**config.mk**
```make
export PLATFORM = sky130hd
export DESIGN_NAME = bvp_front
export DESIGN_NICKNAME = d
export VERILOG_FILES = /design/src/hdl/bvp_pkg.sv /design/src/hdl/bvp_front.sv
export SDC_FILE = /design/constraint.sdc
export NUM_CORES = 1
export LEC_CHECK = 0
export BUFFER_PORTS_ARGS = -buffer_cell sky130_fd_sc_hd__buf_2
export CORE_MARGIN = 10
export CORE_UTILIZATION = 50
export CTS_CLUSTER_SIZE = 16
export DETAILED_ROUTE_END_ITERATION = 8
export GPL_ROUTABILITY_DRIVEN = 0
export PLACE_DENSITY = 0.76
export SETUP_SLACK_MARGIN = 0.1
export SLEW_MARGIN = 10
export SYNTH_ARGS = -nofsm -noshare
export SYNTH_HDL_FRONTEND = slang
export SYNTH_SLANG_ARGS = --single-unit
```
**constraint.sdc**
```tcl
create_clock -name clk -period 6.01 [get_ports clk]
set_input_delay 0.601 -clock clk [delete_from_list [all_inputs] [get_ports clk]]
set_output_delay 0.601 -clock clk [all_outputs]
set_load 0.01 [all_outputs]
```
**src/hdl/bvp_pkg.sv**
```systemverilog
// ----------------------------------------------------------------------------
// bvp_pkg
// Types, constants and codes for the batch vector pool.
// ----------------------------------------------------------------------------
`default_nettype none
package bvp_pkg;

  localparam int unsigned NUM_VECTORS_DEF      = 512;
  localparam int unsigned SLOTS_PER_VECTOR_DEF = 64;
  localparam int unsigned VALUE_WIDTH_DEF      = 32;

  localparam logic [2:0] OP_ADD       = 3'd0;
  localparam logic [2:0] OP_TAKE_FULL = 3'd1;
  localparam logic [2:0] OP_TAKE_OPEN = 3'd2;
  localparam logic [2:0] OP_FREE      = 3'd3;
  localparam logic [2:0] OP_READ      = 3'd4;

  localparam logic [1:0] ST_OK      = 2'd0;
  localparam logic [1:0] ST_EMPTY   = 2'd1;
  localparam logic [1:0] ST_NOTHING = 2'd2;

  typedef struct packed {
    logic [2:0]  opcode;
    logic [31:0] value;
    logic [8:0]  chain_head;
    logic [8:0]  chain_tail;
    logic [9:0]  chain_count;
    logic [8:0]  read_vector;
    logic [7:0]  read_slot;
  } in_item_t;

  typedef struct packed {
    logic [1:0]  status;
    logic [8:0]  batch_head;
    logic [8:0]  batch_tail;
    logic [9:0]  batch_count;
    logic [31:0] slot_value;
    logic [9:0]  next_link;
    logic [8:0]  fill_count;
  } out_item_t;

endpackage
`default_nettype wire

```
**src/hdl/bvp_front.sv**
```systemverilog
// ----------------------------------------------------------------------------
// bvp_front
// Input side: two-entry item queue between the port and the back end.
// ----------------------------------------------------------------------------
`default_nettype none
module bvp_front (
  input  wire logic             clk,
  input  wire logic             rst_n,
  input  wire logic             in_valid,
  output logic                  in_ready,
  input  wire bvp_pkg::in_item_t in_data,
  output logic                  q_valid,
  input  wire logic             q_pop,
  output bvp_pkg::in_item_t     q_data
);
  import bvp_pkg::*;

  in_item_t   mem_r [2];
  logic       wp_r, wp_nxt, rp_r, rp_nxt;
  logic [1:0] cnt_r, cnt_nxt;
  logic       push;

  assign in_ready = (cnt_r != 2'd2);
  assign push     = in_valid && in_ready;
  assign q_valid  = (cnt_r != 2'd0);
  assign q_data   = mem_r[rp_r];

  always_comb begin
    wp_nxt  = wp_r ^ push;
    rp_nxt  = rp_r ^ q_pop;
    cnt_nxt = cnt_r + {1'b0, push} - {1'b0, q_pop};
  end

  always_ff @(posedge clk) begin
    if (!rst_n) begin
      wp_r  <= 1'b0;
      rp_r  <= 1'b0;
      cnt_r <= 2'd0;
    end else begin
      wp_r  <= wp_nxt;
      rp_r  <= rp_nxt;
      cnt_r <= cnt_nxt;
    end
  end

  always_ff @(posedge clk) begin
    if (push) begin
      mem_r[wp_r] <= in_data;
    end
  end

  a_no_pop_empty: assert property (@(posedge clk) disable iff (!rst_n)
    q_pop |-> q_valid) else $error("pop of empty queue");
  a_cnt_range: assert property (@(posedge clk) disable iff (!rst_n)
    cnt_r != 2'd3) else $error("queue count out of range");
  a_full_stall: assert property (@(posedge clk) disable iff (!rst_n)
    (cnt_r == 2'd2 && !q_pop) |=> cnt_r == 2'd2) else $error("full queue lost item");

endmodule
`default_nettype wire

```
# Word-level counts from Yosys, hierarchy flattened

Memories as Yosys holds them, arrays and structs flattened. A register that Yosys moved wholly into a read port is not among the register bits.
Cells that the tools add are included.

Latch bits: 0
Memories kept: 1
Flip-flop bits (word level): 4
Bits in writable memories: 160
Logic and storage cells: 14
Input port bits: 84
Bits in read-only memories: 0

Divide/modulo/power cells: 0
Muxes and demuxes: 3
Reduce and logical (&&, ||, !) cells: 2
$mul: 0
Add/sub/neg operators: 2
Magnitude comparators: 0
Bitwise logic cells: 2
Eq/ne operators: 1
Shift operators: 0

Memories:

| memory | depth | bits a word | rd ports | clocked after Yosys merged registers in | write ports | RTL line        | source |
|---|---|---|---|---|---|---|---|
| mem_r  | 2     | 80          | 1        | 1                                       | 1           | bvp_front.sv:18 | `in_item_t mem_r [2];` |

Operators with widths:

| kind                                         | number |
|---|---|
| 1-bit 2-to-1 mux                             | 3 |
| 2-bit by 1-bit adder with 2-bit output       | 1 |
| 2-bit inequality test, second input constant | 1 |
| 2-bit nonzero test                           | 1 |
| 2-bit by 1-bit subtractor with 2-bit output  | 1 |
| 1-bit bitwise XOR                            | 2 |
| 1-bit logical AND                            | 1 |

# Depth between registers and ports, before layout

Depth after elaboration: 4
Depth in mapped cells: 6

# Worst setup path after synthesis

Ideal clock, no wire load.

Path kind: in2reg
Start point: input port in_valid
End point: memory mem_r[1][0] (netlist bit) (enable)
Setup slack: 1.463 ns
Buffers on the path: 0
Required time: 5.491 ns
Arrival: 4.028 ns
Stages: 2
Cells stage by stage: nand2_1 -> nor2_1

Longest elaborated chain between the ends: 3

RTL lines:

| what                                   | RTL line        | source |
|---|---|---|
| start, declared                        | bvp_front.sv:9  | `input wire logic in_valid,` |
| 1-bit logical AND                      | bvp_front.sv:24 | `assign push = in_valid && in_ready;` |
| 1-bit 2-to-1 mux                       | bvp_front.sv:47 | `if (push) begin` |
| 1-bit 2-to-1 mux (implied by the code) | bvp_front.sv:48 | `mem_r[wp_r] <= in_data;` |
| end, declared                          | bvp_front.sv:18 |  |

No other way between the ends.

==> flow_metrics.py <==
metrics = {
    "run_status": {
        "status": "complete, no violations",
    },
    "cts": {
        "cts_inserted_buffers": 17,
        "cts.repair.resized": 0,
        "holdBufCountCts": 0,
        "tritoncts": "done",
        "clk_latency_ps": 410,
        "cts-root-buf": "clkbuf_16",
        "clk_pin_slew_ps": 60,
        "clockBufferDepth": 2,
        "cts_sinks": 165,
        "post-cts-setup-buffers": 0,
        "htreeDepth": 4,
    },
    "global_routing": {
        "antenna_found_initial": 0,
        "grt_pass1_vias": 3401,
        "grt_start_max_net_pins": 81,
        "track_usage_pct": 13.6,
        "grt_pass1_wl_mm": 18.5,
        "overflow": 0,
    },
    "final_layout": {
        "fin_cells": 636,
        "mostFrequentLayoutCell": "buf_2",
        "final_cell_mix": "buf_2, edfxtp_1, mux2_4",
        "layout-drive-gt1-share_pct": 59.1,
        "antenna_cells": 0,
        "area.growth.synth_to_final_pct": 24.7,
        "nets": 537,
        "post-route-util_pct": 63.2,
    },
    "synth": {
        "yosys_warnings": 0,
        "yosys.area_share.adder_pct": 0.394,
        "muxShareOfSynthArea_pct": 19.1,
        "syn-num-nets": 360,
        "synth.distinct_cells": 18,
        "synth_compound_area_share_pct": 0.237,
        "synth-xor-area-share_pct": 0.276,
        "synth_area_um2": 6340,
        "ys_seq_area_share_pct": 77.3,
        "synth_top_family_by_area": "multiplexers",
        "synth.ff_latch_count": 165,
        "syn_area_per_cell_um2": 23.2,
        "synth_cells": 274,
        "synthSimpleGateAreaFrac_pct": 0.986,
    },
    "drt": {
        "wl_per_cell_um": 18.6,
        "vias": 3113,
        "drcViolationCount": 0,
        "ant_nets": 0,
        "drt_iter0_markers": 175,
        "via_per_inst": 4.89,
        "dr.pass1.iters": 4,
        "wl_mm": 11.8,
    },
    "sta": {
        "fin_skew_ps": 4.47,
        "period_minus_slack_ps": 3150,
        "tightest_slew_ps": 1170,
        "slew_headroom_pct": 22.2,
        "layout_setup_ws_ps": 2860,
        "final-hold-violation-count": 0,
        "post-route-period-util_pct": 52.4,
        "rsz0062_at_grt": "no",
        "slew_viol_final": 0,
        "finalSetupTns_ps": 0,
        "setup_viol": 0,
        "max_freq_mhz": 317,
    },
    "pwr": {
        "p_leak_nw": 3.16,
        "pwr-share-comb_pct": 13.7,
        "ir_drop_mv": 0.180,
        "p_clk_share_pct": 36.8,
        "swShare_pct": 21.5,
        "power_density_nw_per_um2": 368,
        "power_frac_seq_pct": 49.5,
        "p_sw_mw": 0.626,
        "internal_power_mw": 2.29,
    },
    "floorplanning": {
        "rows": 41,
        "initial_core_util_pct": 50.7,
        "die_w_um": 133,
        "die_area_um2": 17600,
        "die-height_um": 133,
        "io_pins": 166,
        "core_um2": 12500,
    },
    "setup_path": {
        "crit_slowest_cell": "dfxtp_4",
        "critPathCaptureType": "output pin",
        "cp.arrival_ps": 2550,
        "cp_max_fo": 47,
        "slowest_delay_ps": 950,
        "startpoint_type": "flop",
        "crit_chain": "buf_4, mux2_4, buf_2",
        "crit_type": "reg -> out",
        "critical_path_required_ps": 5410,
    },
    "placement": {
        "dpl.hpwl_mm": 8.22,
        "dp_slack_ps": 3250,
        "port_buffers": 165,
        "dpl.cell_count": 604,
    },
    "job": {
        "maxCapViolations": 0,
    },
    "min_path": {
        "hp-class": "in -> reg",
    },
}
-- cell type report --
class | count | area [µm²]
multi-input cells | 98 | 1350
fillers | 925 | 4600
inverters | 2 | 7.51
clock buffers | 27 | 493
clock inverters | 5 | 98.8
flip-flops and latches | 165 | 4910
repair buffers | 167 | 841
well taps | 172 | 215
-- power groups by stage --
stage          logic [mW]  registers, mW  clock network [mW]
6_report            0.399           1.44                1.07
5_1_grt             0.429           1.45                1.14
4_1_cts             0.408           1.44                1.09
3_5_place_dp        0.407           1.47                   0
3_3_place_gp        0.401           1.46                   0
2_1_floorplan       0.270           1.45                   0
-- routing by layer --
layer  routed length, µm  global-route usage (%)  part of all wire, %
met1                4750                    14.9                   40
met2                5820                    22.1                   49
met3                1040                    6.70                  8.8
met4                 202                    5.68                  1.7
met5                   0                       0                    0
-- path summary, 6_finish.rpt --
path,startpoint,to,slack (ps),cells past startpoint
max,flop,q_data[74],2860,3
min reg2reg,rp_r,flop,580,2
min,in_data[38],mem_r[0][38],370,1
max reg2reg,cnt_r[0],mem_r[1][43],3530,4
-- synthesized netlist by cell type (all sizes together) --
cell type,number,area [µm²]
or2,1,6.26
xor2,1,8.76
mux2,80,1200
xnor2,1,8.76
mux2i,1,10.0
nand2,2,7.51
a21oi,1,5.00
a21bo,1,10.0
edfxtp,160,4800
ha,2,25.0
nor2,1,3.75
dfxtp,5,100
nand2b,2,12.5
buf,9,101
inv,2,7.51
nor2b,1,6.26
nor3b,1,7.51
and2,3,18.8
-- state kept, by name (all words and copies together), names as in the netlist, named ones only --
name	count
mem_r	160
cnt_r	2
rp_r	1
wp_r	1
-- cells by family (layout without fill, tap and decap cells) --
| kind of cell | Yosys count | in the layout |
|---|---|---|
| buffers and inverters | 11 | 201 |
| and+or+nand+nor | 11 | 11 |
| AOI/OAI and AO/OA | 2 | 2 |
| DFF | 165 | 165 |
| muxes | 81 | 81 |
| xor gates and xnor gates | 2 | 2 |
| adders and majority gates | 2 | 2 |
-- critical path, delay by kind of cell (launching register included) --
kind / cells / cell delay (ps)
DFF: 1 / 950
buffers and inverters: 2 / 800
muxes: 1 / 370
-- per-stage QoR --
stage,instance area [µm²],hold slack (ps),total power [mW]
4_1_cts,7920,353,2.94
5_1_grt,7920,355,3.02
3_3_place_gp,7320,550,1.86
6_report,7920,374,2.91
3_5_place_dp,7320,566,1.87
2_1_floorplan,6340,536,1.72
No activity file was read; power rests on OpenSTA's default activity.
